==> config.mk <==
export PLATFORM = sky130hd
export DESIGN_NAME = tps_divider
export DESIGN_NICKNAME = d
export VERILOG_FILES = /design/src/hdl/tps_pkg.sv /design/src/hdl/tps_divider.sv
export SDC_FILE = /design/constraint.sdc
export NUM_CORES = 1
export LEC_CHECK = 0
export BUFFER_PORTS_ARGS = -buffer_cell sky130_fd_sc_hd__clkbuf_2
export CAP_MARGIN = 10
export CORE_MARGIN = 1
export CORE_UTILIZATION = 52
export CTS_CLUSTER_SIZE = 40
export DETAILED_ROUTE_END_ITERATION = 7
export HOLD_SLACK_MARGIN = 0.03
export PLACE_DENSITY = 0.77
export SYNTH_ARGS = -nofsm -noshare
export SYNTH_HDL_FRONTEND = slang
export SYNTH_SLANG_ARGS = --single-unit
==> constraint.sdc <==
create_clock -name clock -period 3.25 [get_ports clock]
set_input_delay 0.1625 -clock clock [delete_from_list [all_inputs] [get_ports clock]]
set_output_delay 0.1625 -clock clock [all_outputs]
set_load 0.02 [all_outputs]
==> src/hdl/tps_pkg.sv <==
package tps_pkg;

   // Request codes carried in req_type.
   localparam logic [2:0] OP_CLEAR   = 3'd0;
   localparam logic [2:0] OP_APPEND  = 3'd1;
   localparam logic [2:0] OP_BUILD   = 3'd2;
   localparam logic [2:0] OP_SAMPLE  = 3'd3;
   localparam logic [2:0] OP_DENSITY = 3'd4;

   // Status codes returned with every result item.
   localparam logic [2:0] STAT_OK      = 3'd0;
   localparam logic [2:0] STAT_FEW     = 3'd1;
   localparam logic [2:0] STAT_FULL    = 3'd2;
   localparam logic [2:0] STAT_UNBUILT = 3'd3;
   localparam logic [2:0] STAT_ZERO    = 3'd4;

   // Fixed point widths of the table entries, the product split, the quotient and step count.
   localparam int CHARGE_W  = 16;
   localparam int DENSITY_W = 16;
   localparam int SPLIT_W   = 20;
   localparam int QUO_W     = 32;
   localparam int STEP_W    = 6;

   typedef enum logic [3:0] {
      ST_IDLE,
      ST_MUL_A,
      ST_MUL_B,
      ST_SCAN,
      ST_EVAL,
      ST_PROD_A,
      ST_PROD_B,
      ST_DIV_SET,
      ST_DIV_RUN,
      ST_DONE
   } state_type;

   // Divider control and status.
   typedef struct packed {
      logic              start;
      logic [STEP_W-1:0] steps;
   } div_ctrl_type;

   typedef struct packed {
      logic busy;
   } div_stat_type;

endpackage

==> src/hdl/tps_divider.sv <==
// Restoring divider, one quotient bit per cycle.
// The remainder starts below the divisor; low bits are shifted in from the top.
module tps_divider #(
   parameter int DIV_W = 56
) (
   input  logic                       clock,
   input  logic                       reset,
   input  tps_pkg::div_ctrl_type      ctrl,
   input  logic [DIV_W-1:0]           rem_init,
   input  logic [tps_pkg::QUO_W-1:0]  low_init,
   input  logic [DIV_W-1:0]           divisor,
   output tps_pkg::div_stat_type      stat,
   output logic [tps_pkg::QUO_W-1:0]  quotient
);

   logic [DIV_W-1:0]            rem_ff, rem_in;
   logic [DIV_W-1:0]            dvs_ff, dvs_in;
   logic [tps_pkg::QUO_W-1:0]   low_ff, low_in;
   logic [tps_pkg::QUO_W-1:0]   quo_ff, quo_in;
   logic [tps_pkg::STEP_W-1:0]  cnt_ff, cnt_in;
   logic                        busy_ff, busy_in;
   logic [DIV_W:0]              trial;
   logic                        fits;

   // One trial subtraction per cycle.
   always_comb begin
      trial   = {rem_ff, low_ff[tps_pkg::QUO_W-1]};
      fits    = trial >= {1'b0, dvs_ff};
      rem_in  = rem_ff;
      dvs_in  = dvs_ff;
      low_in  = low_ff;
      quo_in  = quo_ff;
      cnt_in  = cnt_ff;
      busy_in = busy_ff;
      if (ctrl.start) begin
         rem_in  = rem_init;
         dvs_in  = divisor;
         low_in  = low_init;
         quo_in  = '0;
         cnt_in  = ctrl.steps;
         busy_in = 1'b1;
      end else if (busy_ff) begin
         rem_in  = fits ? DIV_W'(trial - {1'b0, dvs_ff}) : DIV_W'(trial);
         low_in  = {low_ff[tps_pkg::QUO_W-2:0], 1'b0};
         quo_in  = {quo_ff[tps_pkg::QUO_W-2:0], fits};
         cnt_in  = cnt_ff - tps_pkg::STEP_W'(1);
         busy_in = cnt_ff != tps_pkg::STEP_W'(1);
      end
   end

   always_ff @(posedge clock) begin
      if (reset) begin
         busy_ff <= 1'b0;
      end else begin
         busy_ff <= busy_in;
      end
      rem_ff <= rem_in;
      dvs_ff <= dvs_in;
      low_ff <= low_in;
      quo_ff <= quo_in;
      cnt_ff <= cnt_in;
   end

   assign stat.busy = busy_ff;
   assign quotient  = quo_ff;

endmodule

==> flow_summary_export.csv <==
group,metric,value,unit
yosys,ys_seq_area_share,45.8,%
sta,finalCriticalPeriod,3.36,ns
drt,post_drt_via_cell_ratio,5.66,
drt,routed_wl,30.7,mm
setup_path,startpoint,"rem_ff[13]$_DFFE_PP_",
setup_path,arrival,3.56,ns
setup_path,cp-end-kind,"register",
run_status,violations,"setup timing",
placed_design,place_ws,-0.214,ns
clock_tree,cts_sinks,183,
sta,finalHoldViolCount,0,
drt,drtAntennaViolNets,0,
sta,whs,0.0414,ns
setup_path,cpPeakStageDelay,0.43,ns
run_status,status,"complete, but fails checks",
setup_path,reg2reg_from,"rem_ff[13]$_DFFE_PP_",
yosys,synth_area_leaders,"edfxtp_1, mux2_2, ha_1",
setup_path,critical_path_class,"reg -> reg",
drt,vias,9657,
yosys,synthFlopType,"edfxtp_1",
final_layout,final_cell_mix,"clkbuf_2, edfxtp_1, dlygate4sd3_1, buf_4, inv_1",
sta,rsz0062_at_grt,"yes",
floorplanning,dieArea,0.0223,mm2
clock_tree,cts_tree,"yes",
run,drv_cap,0,
sta,fin_crit_sh,103,%
yosys,ys_warn_count,0,
clock_tree,cts-htree-levels,4,
sta,fmax,297,MHz
yosys,syn-num-nets,1263,
sta,fin_worst_skew,0.0149,ns
worst_hold_path,hold_start,"rem_init[16]",
drt,wl_met3,2.10,mm
setup_path,critPathMaxFanout,5,
final_layout,design_area,0.0155,mm2
final_layout,layout.nets,1629,
grt,antenna_found_initial,1,
drt,wl_met2,15.0,mm
final_layout,drive_above_1_share,34.8,%
yosys,synth_top_family_by_area,"multiplexers",
final_layout,diodes,0,
final_layout,final_common_cell,"clkbuf_2",
sta,tns,-1.80,ns
sta,slew_violations,0,
yosys,synth-simple-area-share,11.1,%
sta,setup_viol,24,
final_layout,synthToLayoutAreaGrowth,37.3,%
yosys,yosys.area.top_type,"edfxtp_1",
yosys,synth_edf_count,150,
setup_path,path_common_cell,"mux2_2",
yosys,synth_top_area_share,40.0,%
drt,dr.pass1.iters,6,
yosys,async_flop_share,0,%
grt,grt_pass1_wl,45.6,mm
grt,grt_max_degree,94,
drt,drcViolationCount,0,
pwr,power_leakage,6.65,nW
yosys,avgSynthCellArea,10.7,um2
placed_design,portBuffers,185,
sta,slew_headroom,48.2,%
floorplanning,start_util,53.3,%
drt,dr.first_iter.drc_count,771,
pwr,power.density,746,mW/mm2
setup_path,rrSetupSlack,-0.11,ns
clock_tree,cts.reportedPaths.clkPinSlew,0.08,ns
drt,dr.max_layer_used,"met5",
yosys,synth_adder_area_share,6.61,%
yosys,ys_ff_latch,183,
clock_tree,clockRootBuffer,"clkbuf_16",
placed_design,dpl_cell_area,0.0129,mm2
grt,grt_usage,26.2,%
placed_design,gp_congestion,0.926,
setup_path,worstPathRequired,3.44,ns
yosys,synthCells,1051,
clock_tree,numCtsBuffers,17,
sta,layout_setup_ws,-0.114,ns
drt,wl_per_cell,18.0,um
floorplanning,num_rows,53,
setup_path,slowest_stage,"edfxtp_1",
yosys,synth_cell_types,68,
placed_design,hpwl,19.5,mm
floorplanning,num_io_pins,186,
floorplanning,fp.dieW,149,um
yosys,synth.mux.area_fraction,14.3,%
worst_hold_path,hp-class,"in -> reg",
yosys,synth-compound-area-share,13.0,%
clock_tree,cts_buffer_depth,2,
sta,worstMarginPinSlew,0.777,ns
setup_path,worst_setup_path_start_kind,"register",
drt,drt-met1-wl,12.6,mm
yosys,netlist_area,0.0113,mm2
grt,grt_overflow,0,
yosys,synth-xor-area-share,3.88,%
floorplanning,dieHeight,149,um
setup_path,path_cells,"ha_4 -> buf_4 -> nand4_1 -> nor3_2 -> a221oi_2 -> nand3_1 -> a31oi_4 -> o21a_4 -> a21oi_4 -> a31o_4 -> clkbuf_16 -> mux2_2 -> mux2_2",
grt,grt_pass1_vias,9320,
floorplanning,core,0.0212,mm2
pwr,irDropWorstVdd,357,uV
clock_tree,worstSkewPairLatency,0.45,ns
==> per-layer routing <==
layer  up-vias  global-route usage (%)
li1       4572                       -
met1      4581                    32.6
met2       421                    44.6
met3        81                    5.20
met4         2                    10.1
met5         -                       0
==> area by class of cell <==
type,count,area [um2]
Clock buffer,17,425
Tap cell,275,344
Inverter,78,293
Multi-Input combinational cell,732,5990
Clock inverter,15,190
Sequential cell,183,5170
Fill cell,1424,5680
Timing Repair Buffer,405,3070
==> metrics by stage <==
| stage | total power, mW | util, % | cells |
|---|---|---|---|
| floorplan | 6.89 | - | 1051 |
| global placement | 8.20 | 61.1 | 1530 |
| detailed placement | 8.31 | 61.1 | 1530 |
| CTS | 10.7 | 70.0 | 1678 |
| global route | 12.1 | 73.2 | 1705 |
| finish | 11.5 | 73.2 | 1705 |
==> state kept, by name, summed over array words and instances (netlist names) <==
register	count
dvs_ff	56
quotient	32
low_ff	32
cnt_ff	6
rem_ff	56
stat	1
==> worst paths after layout <==
| path | cells after the start | endpoint |
|---|---|---|
| setup / recovery | 13 | rem_ff[5]$_DFFE_PP_ |
| hold / removal | 2 | rem_ff[16]$_DFFE_PP_ |
| setup reg to reg | 13 | rem_ff[5]$_DFFE_PP_ |
| hold reg to reg | 2 | quotient[31]$_SDFFE_PP0P_ |
==> cells in the mapped netlist (7+ instances only) <==
| library cell | instances |
|---|---|
| edfxtp_1 | 150 |
| a21oi_1 | 83 |
| inv_1 | 78 |
| mux2_2 | 72 |
| nor2_1 | 69 |
| nand2_1 | 64 |
| ha_1 | 58 |
| o21ai_0 | 49 |
| clkbuf_1 | 40 |
| mux2i_1 | 38 |
| dfxtp_1 | 33 |
| xnor2_1 | 29 |
| mux2_4 | 28 |
| nand4_1 | 23 |
| xor2_1 | 21 |
| a21o_1 | 19 |
| nand3_1 | 18 |
| nor2b_1 | 17 |
| nor3_1 | 16 |
| o21bai_1 | 13 |
| nand2b_1 | 8 |
| o21a_1 | 8 |
| and3_1 | 7 |
==> cells by family (layout without fill, tap and decap cells) <==
| logic type | after synthesis | in the layout |
|---|---|---|
| multiplexers | 138 | 138 |
| AO/OA/AOI/OAI | 229 | 230 |
| buffers and inverters | 137 | 515 |
| flip-flops | 183 | 183 |
| AND/OR/NAND/NOR | 255 | 255 |
| XOR/XNOR | 50 | 50 |
| adder cells (fa/ha/maj) | 59 | 59 |
==> power by group <==
| part | total [mW] | internal [mW] | switching (mW) |
|---|---|---|---|
| sequential | 3.29 | 3.04 | 0.248 |
| combinational | 6.12 | 3.18 | 2.93 |
| clock | 2.14 | 1.08 | 1.06 |
==> critical path, delay by kind of cell, from the launching register on <==
family                   cells  cell delay, ns
flip-flops                   1            0.43
multiplexers                 2            0.58
buffers and inverters        2            0.32
AND/OR/NAND/NOR              3            0.56
AO/OA/AOI/OAI                5            0.91
adder cells (fa/ha/maj)      1            0.33
==> what timing repair did <==
| item | 4_1_cts | 5_1_grt |
|---|---|---|
| hold buffers | 113 | 0 |
| setup endpoints to repair | 38 | 51 |
| gates cloned | 0 | 7 |
| gates resized for setup | 21 | 72 |
| pin swaps | 6 | 32 |
| buffers inserted | 3 | 20 |
| hold endpoints to repair | 113 | 0 |
Note: power is estimated with default switching activity, not from simulation.
