### src/hdl/tps_pkg.sv
package tps_pkg;

   // Request codes carried in req_type.
   localparam logic [2:0] OP_CLEAR   = 3'd0;
   localparam logic [2:0] OP_APPEND  = 3'd1;
   localparam logic [2:0] OP_BUILD   = 3'd2;
   localparam logic [2:0] OP_SAMPLE  = 3'd3;
   localparam logic [2:0] OP_DENSITY = 3'd4;

   // Status codes returned with every result item.
   localparam logic [2:0] STAT_OK      = 3'd0;
   localparam logic [2:0] STAT_FEW     = 3'd1;
   localparam logic [2:0] STAT_FULL    = 3'd2;
   localparam logic [2:0] STAT_UNBUILT = 3'd3;
   localparam logic [2:0] STAT_ZERO    = 3'd4;

   // Fixed point widths of the table entries, the product split, the quotient and step count.
   localparam int CHARGE_W  = 16;
   localparam int DENSITY_W = 16;
   localparam int SPLIT_W   = 20;
   localparam int QUO_W     = 32;
   localparam int STEP_W    = 6;

   typedef enum logic [3:0] {
      ST_IDLE,
      ST_MUL_A,
      ST_MUL_B,
      ST_SCAN,
      ST_EVAL,
      ST_PROD_A,
      ST_PROD_B,
      ST_DIV_SET,
      ST_DIV_RUN,
      ST_DONE
   } state_type;

   // Divider control and status.
   typedef struct packed {
      logic              start;
      logic [STEP_W-1:0] steps;
   } div_ctrl_type;

   typedef struct packed {
      logic busy;
   } div_stat_type;

endpackage

### src/hdl/tps_cell.sv
// One table point: charge, density and cumulative area.
// The point moves to its neighbor on shift, or takes an appended point on load.
module tps_cell #(
   parameter int AREA_W = 40
) (
   input  logic                             clock,
   input  logic                             shift,
   input  logic                             load,
   input  logic [tps_pkg::CHARGE_W-1:0]     nb_q,
   input  logic [tps_pkg::DENSITY_W-1:0]    nb_d,
   input  logic [AREA_W-1:0]                nb_c,
   input  logic [tps_pkg::CHARGE_W-1:0]     wr_q,
   input  logic [tps_pkg::DENSITY_W-1:0]    wr_d,
   output logic [tps_pkg::CHARGE_W-1:0]     q,
   output logic [tps_pkg::DENSITY_W-1:0]    d,
   output logic [AREA_W-1:0]                c
);

   logic [tps_pkg::CHARGE_W-1:0]  q_ff, q_in;
   logic [tps_pkg::DENSITY_W-1:0] d_ff, d_in;
   logic [AREA_W-1:0]             c_ff, c_in;

   // Shift has priority; the two never coincide.
   always_comb begin
      q_in = q_ff;
      d_in = d_ff;
      c_in = c_ff;
      if (shift) begin
         q_in = nb_q;
         d_in = nb_d;
         c_in = nb_c;
      end else if (load) begin
         q_in = wr_q;
         d_in = wr_d;
      end
   end

   always_ff @(posedge clock) begin
      q_ff <= q_in;
      d_ff <= d_in;
      c_ff <= c_in;
   end

   assign q = q_ff;
   assign d = d_ff;
   assign c = c_ff;

endmodule

### config.mk
export PLATFORM = sky130hd
export DESIGN_NAME = tps_cell
export DESIGN_NICKNAME = d
export VERILOG_FILES = /design/src/hdl/tps_pkg.sv /design/src/hdl/tps_cell.sv
export SDC_FILE = /design/constraint.sdc
export NUM_CORES = 1
export LEC_CHECK = 0
export ABC_AREA = 1
export ABC_CLOCK_PERIOD_IN_PS = 1050
export BUFFER_PORTS_ARGS = -buffer_cell sky130_fd_sc_hd__buf_2
export CELL_PAD_IN_SITES_DETAIL_PLACEMENT = 0
export CELL_PAD_IN_SITES_GLOBAL_PLACEMENT = 2
export CORE_ASPECT_RATIO = 1.25
export CORE_UTILIZATION = 22
export DETAILED_ROUTE_END_ITERATION = 6
export MAX_ROUTING_LAYER = met4
export PLACE_DENSITY_LB_ADDON = 0.1
export SYNTH_ARGS = -nofsm -noshare
export SYNTH_HDL_FRONTEND = slang
export SYNTH_SLANG_ARGS = --single-unit
### constraint.sdc
create_clock -name clock -period 1.05 [get_ports clock]
set_input_delay 0.105 -clock clock [delete_from_list [all_inputs] [get_ports clock]]
set_output_delay 0.105 -clock clock [all_outputs]
set_load 0.005 [all_outputs]
==> results of run 1 <==
-- worst paths after layout --
| path | from | end | slack, ns | depth (start not counted) |
|---|---|---|---|---|
| setup / recovery | d[0] | d[0] | 0.1 | 1 |
| hold / removal | wr_d[3] | d[3] | 0.04 | 3 |
-- state kept, by name (all words and copies together) (netlist names) --
signal,cells
d,16
c,40
q,16
-- power by group --
| group | internal [mW] | switching, mW | leakage (nW) | total, mW |
|---|---|---|---|---|
| sequential | 3.47 | 0.0565 | 0.721 | 3.52 |
| clock | 1.84 | 1.18 | 0.139 | 3.02 |
| combinational | 0.459 | 0.372 | 1.19 | 0.831 |
-- worst min-delay path, stage by stage --
cell and delay [ns]:
buf_2 0.07, nand2_1 0.04, nand2_1 0.04
-- metal layers --
layer	up-vias	global-route usage	part of all wire
met3	8	0.0348	0.078
met2	127	0.185	0.48
met5	-	-	0
met1	977	0.142	0.43
met4	0	0.0625	0.018
li1	1058	-	-
-- cells by family (layout without fill, tap and decap cells) --
family	count (synthesis)	count (layout)	share of synthesized area
buf+inv	8	240	0.0284
flops	72	72	0.831
simple gates	97	97	0.141
-- placed cells by master, fill, tap and decap left out --
cell,Yosys,final
nand2_1,96,96
buf_2,0,178
clkinv_2,0,1
clkinvlp_4,0,2
clkbuf_16,0,9
buf_4,3,4
dlygate4sd3_1,0,40
clkinv_4,0,1
inv_6,0,1
bufinv_16,0,1
or2_4,0,1
clkinv_1,0,1
buf_12,0,1
edfxtp_1,72,72
inv_4,1,1
-- area by class of cell --
cell class | instances | area (µm²) | area share
flip-flops and latches | 72 | 2160 | 0.497
repair buffers | 223 | 1340 | 0.308
multi-input cells | 97 | 369 | 0.0849
clock buffers | 9 | 225 | 0.0518
well taps | 138 | 173 | 0.0397
clock inverters | 7 | 71.3 | 0.0164
inverters | 1 | 6.26 | 0.00144
-- through the flow --
stage / setup WS [ns] / std cells / area, µm²
after global placement: -0.0635 / 491 / 3650
after floorplan: 0.176 / 177 / 2610
after detailed placement: -0.0649 / 491 / 3650
after global routing: 0.0539 / 547 / 4350
final: 0.0997 / 547 / 4350
after CTS: 0.0798 / 547 / 4350
==> flow_metrics.env, run 1 <==
export IMPL_status="complete, no violations"
export IMPL_vias=2170
export IMPL_grt_pass1_vias=2133
export IMPL_rsz0062_at_grt="false"
export IMPL_p_leak_nw=2.05
export IMPL_relSlewSlack=0.679
export IMPL_synth_commonest_cells="96 x nand2_1, 72 x edfxtp_1, 4 x buf_6"
export IMPL_drv_cap=0
export IMPL_synth_cells=177
export IMPL_clock_sinks=72
export IMPL_drive_gt1_frac=0.489
export IMPL_critPathMaxStageDelay_ns=0.38
export IMPL_powerDensity_nw_per_um2=1700
export IMPL_synth_area_leader_cell="edfxtp_1"
export IMPL_cts_max_path_buffers=2
export IMPL_utilization=0.376
export IMPL_drc_errors=0
export IMPL_start_kind="flop"
export IMPL_dpl_hpwl_um=5010
export IMPL_track_usage=0.120
export IMPL_final_max_slew_viol_count=0
export IMPL_cts_post_setup_buffers_inserted=0
export IMPL_worstMarginPinSlew_ns=0.482
export IMPL_dieArea_um2=12300
export IMPL_critPathSlowestCell="edfxtp_1"
export IMPL_grt_overflow_total=0
export IMPL_drt_iter0_drc=54
export IMPL_endpoint_kind="output port"
export IMPL_port_buffers=178
export IMPL_min_period_ns=0.950
export IMPL_yosysTopAreaCellShare=0.831
export IMPL_wl_per_cell_um=13.2
export IMPL_cts_hold_buf=40
export IMPL_drt_total_wl_um=7190
export IMPL_hp_class="input pin to flop"
export IMPL_cts_buffers=9
export IMPL_cp_required_ns=0.94
export IMPL_core_um2=11600
export IMPL_critPathKind="flop to output port"
export IMPL_finalPower_mw=7.38
export IMPL_ys_seq_elements=72
export IMPL_drt_antenna_violating_nets=0
export IMPL_num_rows=44
export IMPL_initial_core_util=0.225
export IMPL_root_buffer="clkbuf_16"
export IMPL_antenna_found_initial=0
export IMPL_dieHeight_um=124
export IMPL_fill_cells=1159
export IMPL_hold_viol=0
export IMPL_gp_congestion=0.687
export IMPL_vias_per_cell=3.97
export IMPL_nNetsFinal=511
export IMPL_setup_viol=0
export IMPL_grt_max_degree=33
export IMPL_n_antenna_cell=0
export IMPL_synth_area_um2=2600
export IMPL_syn_area_per_cell_um2=14.7
export IMPL_crit_arrival_ns=0.85
export IMPL_crit_family="flip-flops"
export IMPL_critical_path_buf_inv_count=1
export IMPL_setup_tns_final_ns=0
export IMPL_die_x_um=99.3
export IMPL_cts_tree="yes"
export IMPL_cts_repair_resized=0
export IMPL_first_pass_iters=4
export IMPL_clk_pin_slew_ns=0.06
export IMPL_syn_num_nets=284
export IMPL_synth_most_common_cell="nand2_1"
export IMPL_synth_ff_type="edfxtp_1"
export IMPL_fmax_mhz=1050
export IMPL_synth_area_leaders="edfxtp_1 83%, nand2_1 14%, buf_6 1.7%"
export IMPL_yosys_warnings=0
export IMPL_htree_num_levels=3
export IMPL_yosys_cell_types_count=6
export IMPL_syn_to_final_growth_pct=67.1
export IMPL_synth_edff_count=72
export IMPL_fin_crit_sh=0.905
export IMPL_crit_fanout=1
export IMPL_vdd_drop_max_uv=704
export IMPL_hold_ws_ns=0.0355
export IMPL_yosysSeqAreaShare=0.831
export IMPL_ioPinCount=179
export IMPL_grt_pass1_wl_um=10600
export IMPL_ys_async_sr_fraction=0
export IMPL_cp_cell_sequence="buf_2"
No activity file was read; power rests on OpenSTA's default activity.
==> run 2: changes to the inputs <==
--- a/config.mk
+++ b/config.mk
@@ -5,13 +5,12 @@
 export SDC_FILE = /design/constraint.sdc
 export NUM_CORES = 1
 export LEC_CHECK = 0
-export ABC_AREA = 1
-export ABC_CLOCK_PERIOD_IN_PS = 1050
+export ABC_CLOCK_PERIOD_IN_PS = 850
 export BUFFER_PORTS_ARGS = -buffer_cell sky130_fd_sc_hd__buf_2
 export CELL_PAD_IN_SITES_DETAIL_PLACEMENT = 0
 export CELL_PAD_IN_SITES_GLOBAL_PLACEMENT = 2
 export CORE_ASPECT_RATIO = 1.25
-export CORE_UTILIZATION = 22
+export CORE_UTILIZATION = 24
 export DETAILED_ROUTE_END_ITERATION = 6
 export MAX_ROUTING_LAYER = met4
 export PLACE_DENSITY_LB_ADDON = 0.1
==> constraint.sdc (replaced) <==
create_clock -name clock -period 0.85 [get_ports clock]
set_input_delay 0.085 -clock clock [delete_from_list [all_inputs] [get_ports clock]]
set_output_delay 0.085 -clock clock [all_outputs]
set_load 0.005 [all_outputs]
==> flow_metrics.env, run 2 <==
export IMPL_antenna_found_initial=0
export IMPL_relSlewSlack=0.689
export IMPL_register_area_um2=2160
export IMPL_port_buffers=178
export IMPL_critPathKind="flop to output port"
export IMPL_num_rows=43
export IMPL_cts_max_path_buffers=2
export IMPL_synth_area_leader_cell="edfxtp_1"
export IMPL_clk_pin_slew_ns=0.06
export IMPL_root_buffer="clkbuf_16"
export IMPL_cp_cell_sequence="buf_2"
export IMPL_fin_ws_ns=-0.0824
export IMPL_cts_post_setup_buffers_inserted=0
export IMPL_swShare=0.201
export IMPL_vias_per_cell=3.93
export IMPL_final_common_cell="buf_2"
export IMPL_clockPowerShare=0.422
export IMPL_ys_seq_elements=72
export IMPL_nNetsFinal=445
export IMPL_cts_buffers=9
export IMPL_die_x_um=97.0
export IMPL_synth_most_common_cell="edfxtp_1"
export IMPL_hold_viol=0
export IMPL_ys_async_sr_fraction=0
export IMPL_syn_area_per_cell_um2=24.9
export IMPL_post_dp_cell_area_um2=3760
export IMPL_yosys_warnings=0
export IMPL_syn_num_nets=216
export IMPL_dieArea_um2=11700
export IMPL_fmax_mhz=1070
export IMPL_synth_commonest_cells="72 x edfxtp_1, 29 x mux2_4, 3 x buf_12, 3 x mux2_2"
export IMPL_intPower_mw=7.54
export IMPL_min_period_ns=0.932
export IMPL_start_kind="flop"
export IMPL_drive_gt1_frac=0.673
export IMPL_core_um2=11000
export IMPL_setup_viol=72
export IMPL_wl_per_cell_um=13.5
export IMPL_grt_max_degree=33
export IMPL_htree_num_levels=3
export IMPL_grt_overflow_total=0
export IMPL_yosys_cell_types_count=6
export IMPL_synth_area_um2=2710
export IMPL_crit_arrival_ns=0.85
export IMPL_drc_errors=0
export IMPL_multi_input_area_um2=478
export IMPL_critical_path_buf_inv_count=1
export IMPL_largest_reg_flops=40
export IMPL_first_pass_iters=4
export IMPL_finalPower_mw=9.44
export IMPL_fin_crit_sh=1.10
export IMPL_drt_antenna_violating_nets=0
export IMPL_drv_cap=0
export IMPL_power_switching_mw=1.90
export IMPL_gp_congestion=0.681
export IMPL_vdd_drop_max_uv=782
export IMPL_synth_edff_count=72
export IMPL_hold_ws_ns=0.0585
export IMPL_synth_cells=109
export IMPL_clock_sinks=72
export IMPL_p_comb_frac=0.117
export IMPL_layout_common_cells="177 x buf_2, 72 x edfxtp_1, 40 x dlygate4sd3_1"
export IMPL_vias=1877
export IMPL_track_usage=0.112
export IMPL_final_max_slew_viol_count=0
export IMPL_yosysSeqAreaShare=0.798
export IMPL_fin_area_um2=4480
export IMPL_crit_fanout=1
export IMPL_dieHeight_um=121
export IMPL_yosysTopAreaCellShare=0.798
export IMPL_critPathSlowestCell="edfxtp_1"
export IMPL_power_frac_seq=0.461
export IMPL_utilization=0.406
export IMPL_cp_required_ns=0.76
export IMPL_cts_tree="yes"
export IMPL_hp_class="input pin to flop"
export IMPL_drt_iter0_drc=52
export IMPL_status="complete, but fails checks"
export IMPL_initial_core_util=0.246
export IMPL_syn_to_final_growth_pct=65.3
export IMPL_violations="negative setup slack"
export IMPL_powerDensity_nw_per_um2=2110
export IMPL_worstMarginPinSlew_ns=0.467
export IMPL_synth_ff_type="edfxtp_1"
export IMPL_rsz0062_at_grt="true"
export IMPL_drt_total_wl_um=6460
export IMPL_grt_pass1_wl_um=9610
export IMPL_synth_area_leaders="edfxtp_1 80%, mux2_4 16%, buf_12 2.2%"
export IMPL_fill_cells=1026
export IMPL_n_antenna_cell=0
export IMPL_p_leak_nw=2.02
export IMPL_critPathMaxStageDelay_ns=0.38
export IMPL_crit_family="flip-flops"
export IMPL_grt_pass1_vias=1939
export IMPL_cts_repair_resized=0
export IMPL_dp_slack_ns=-0.257
export IMPL_endpoint_kind="output port"
export IMPL_ioPinCount=179
[run 2: cell count changes after synthesis, moves of 3 or more]
cell	change
nand2_1	-96
buf_4	-3
mux2_4	+29
buf_6	-3
mux2_2	+3
buf_12	+3
[run 2: repair_timing]
item,CTS,global route
hold endpoints to repair,40,0
setup endpoints to repair,72,72
hold buffers,40,0
[run 2: power by group through the flow]
stage	Clock [mW]	Sequential (mW)	Combinational [mW]
global route	4.29	4.38	1.19
detailed placement	0	4.43	0.976
finish	3.98	4.35	1.10
CTS	4.14	4.35	1.12
global placement	0	4.42	0.984
floorplan	0	4.49	0.287
[run 2: layout make-up]
cell class	count	area share
Clock buffer	9	0.0503
Clock inverter	7	0.0212
Multi-Input combinational cell	33	0.107
Sequential cell	72	0.483
Tap cell	135	0.0377
Timing Repair Buffer	222	0.301
[run 2: final timing paths]
kind | endpoint | slack, ns | depth (start not counted) | start
worst min-delay path | d[15] | 0.06 | 2 | wr_d[15]
worst max-delay path | d[15] | -0.08 | 1 | d[15]
[run 2: layer usage]
| layer | GRT usage | vias to the layer above | wire, µm |
|---|---|---|---|
| met3 | 0.0393 | 8 | 594 |
| met5 | - | - | 0 |
| met1 | 0.118 | 864 | 2480 |
| met4 | 0.0448 | 0 | 87 |
| li1 | - | 892 | - |
| met2 | 0.191 | 113 | 3300 |
[run 2: per-stage QoR]
stage	setup TNS, ns	cells
4_1_cts	-4.58	478
3_5_place_dp	-15.35	422
3_3_place_gp	-14.42	422
5_1_grt	-6.00	478
6_report	-3.07	478
2_1_floorplan	-5.22	109
[run 2: cells by family after synthesis]
kind of cell           count (synthesis)  share of synthesized area
buffers and inverters                  4                     0.0263
flip-flops                            72                      0.798
multiplexers                          32                      0.173
AND/OR/NAND/NOR                        1                    0.00231
==> run 3: changes to the inputs <==
--- a/config.mk
+++ b/config.mk
@@ -5,8 +5,9 @@
 export SDC_FILE = /design/constraint.sdc
 export NUM_CORES = 1
 export LEC_CHECK = 0
-export ABC_CLOCK_PERIOD_IN_PS = 850
+export ABC_CLOCK_PERIOD_IN_PS = 800
 export BUFFER_PORTS_ARGS = -buffer_cell sky130_fd_sc_hd__buf_2
+export CAP_MARGIN = 20
 export CELL_PAD_IN_SITES_DETAIL_PLACEMENT = 0
 export CELL_PAD_IN_SITES_GLOBAL_PLACEMENT = 2
 export CORE_ASPECT_RATIO = 1.25
@@ -14,6 +15,7 @@
 export DETAILED_ROUTE_END_ITERATION = 6
 export MAX_ROUTING_LAYER = met4
 export PLACE_DENSITY_LB_ADDON = 0.1
+export SKIP_LAST_GASP = 1
 export SYNTH_ARGS = -nofsm -noshare
 export SYNTH_HDL_FRONTEND = slang
 export SYNTH_SLANG_ARGS = --single-unit
==> constraint.sdc (replaced) <==
create_clock -name clock -period 0.8 [get_ports clock]
set_input_delay 0.08 -clock clock [delete_from_list [all_inputs] [get_ports clock]]
set_output_delay 0.08 -clock clock [all_outputs]
set_load 0.005 [all_outputs]
==> flow_metrics.env, run 3 (synthesis gave the netlist of run 2 again) <==
export IMPL_min_to="d[15]"
export IMPL_min_delay_start="wr_d[15]"
export IMPL_dieArea_um2=11700
export IMPL_min_period_ns=0.939
export IMPL_syn_to_final_growth_pct=63.1
export IMPL_setup_viol=72
export IMPL_status="complete, but fails checks"
export IMPL_cp_cell_sequence="buf_2"
export IMPL_finalPower_mw=9.35
export IMPL_grt_overflow_total=0
export IMPL_fin_ws_ns=-0.139
export IMPL_cts_max_path_buffers=2
export IMPL_crit_fanout=1
export IMPL_violations="negative setup slack"
export IMPL_clk_pin_slew_ns=0.06
export IMPL_layout_common_cells="177 x buf_2, 72 x edfxtp_1, 40 x dlygate4sd3_1"
export IMPL_rsz0062_at_grt="true"
export IMPL_drc_errors=0
export IMPL_powerDensity_nw_per_um2=2120
export IMPL_cp_required_ns=0.72
export IMPL_clock_sinks=72
export IMPL_largest_reg_flops=40
export IMPL_grt_pass1_wl_um=9940
export IMPL_first_pass_iters=6
export IMPL_relSlewSlack=0.688
export IMPL_final_max_slew_viol_count=0
export IMPL_endpoint_kind="output port"
export IMPL_crit_arrival_ns=0.86
export IMPL_vdd_drop_max_uv=1100
export IMPL_fill_cells=1049
export IMPL_dieHeight_um=121
export IMPL_critPathSlowestCell="edfxtp_1"
export IMPL_die_x_um=97.0
export IMPL_grt_pass1_vias=1969
export IMPL_grt_max_degree=33
export IMPL_drive_gt1_frac=0.670
export IMPL_cts_buffers=9
export IMPL_port_buffers=178
export IMPL_post_dp_cell_area_um2=3760
export IMPL_crit_family="flip-flops"
export IMPL_grt_use_met1=0.129
export IMPL_ioPinCount=179
export IMPL_final_common_cell="buf_2"
export IMPL_gp_congestion=0.682
export IMPL_min_path_cells=2
export IMPL_cts_tree="yes"
export IMPL_grtUsageMet2=0.189
export IMPL_crit_cells=1
export IMPL_fmax_mhz=1070
export IMPL_htree_num_levels=3
export IMPL_num_rows=43
export IMPL_vias_per_cell=3.96
export IMPL_core_um2=11000
export IMPL_n_antenna_cell=0
export IMPL_drt_total_wl_um=6570
export IMPL_hold_viol=0
export IMPL_start_kind="flop"
export IMPL_cts_post_setup_buffers_inserted=0
export IMPL_fin_area_um2=4420
export IMPL_vias=1888
export IMPL_drt_iter0_drc=34
export IMPL_wl_per_cell_um=13.8
export IMPL_initial_core_util=0.246
export IMPL_drv_cap=0
export IMPL_critical_path_buf_inv_count=1
export IMPL_root_buffer="clkbuf_16"
export IMPL_nNetsFinal=445
export IMPL_track_usage=0.117
export IMPL_fin_crit_sh=1.17
export IMPL_busiest_layer="met2"
export IMPL_drt_antenna_violating_nets=0
export IMPL_p_leak_nw=2.00
export IMPL_critPathMaxStageDelay_ns=0.39
export IMPL_critPathKind="flop to output port"
export IMPL_hp_class="input pin to flop"
export IMPL_gr_usage_met3=0.0416
export IMPL_worstMarginPinSlew_ns=0.469
export IMPL_antenna_found_initial=0
run 3: layer usage:
layer,vias up,wire length [µm],share of wire
met5,-,0,0
met4,0,148,0.023
met3,13,554,0.084
met2,120,3230,0.49
met1,864,2640,0.40
li1,891,-,-
run 3: timing repair:
action                                  4_1_cts  5_1_grt
endpoints found under the setup margin       72       72
resized for setup                             0        0
cloned                                        0        0
endpoints found under the hold margin        40        0
hold buffers                                 40        0
run 3: how the worst max path moves through the flow:
stage	slack [ns]	start	end
5_1_grt	-0.18	d[15]	d[15]
4_1_cts	-0.15	d[15]	d[15]
2_1_floorplan	-0.18	shift	d[0]
6_report	-0.14	d[15]	d[15]
3_3_place_gp	-0.28	shift	d[14]
3_5_place_dp	-0.29	shift	d[14]
run 3: final cells by class:
type                    instances  area, µm²  area share
clock buffers                   9        225      0.0510
clock inverters                 6       36.3     0.00821
multi-input cells              33        478       0.108
flip-flops and latches         72       2160       0.489
well taps                     135        169      0.0382
repair buffers                222       1350       0.305
run 3: report_power, final:
part | switching [mW] | total [mW] | internal, mW
Sequential | 0.0746 | 4.63 | 4.55
Combinational | 0.440 | 1.17 | 0.732
Clock | 1.49 | 3.55 | 2.07
run 3: stage by stage:
stage / hold slack (ns) / std cells / setup slack (ns) / setup TNS [ns] / util
finish: 0.0506 / 477 / -0.139 / -6.68 / 0.401
global route: 0.0316 / 477 / -0.178 / -9.67 / 0.401
CTS: 0.0366 / 477 / -0.154 / -8.06 / 0.401
detailed placement: 0.259 / 422 / -0.288 / -18.82 / 0.341
global placement: 0.257 / 422 / -0.283 / -18.23 / 0.341
floorplan: 0.179 / 109 / -0.180 / -7.97 / -
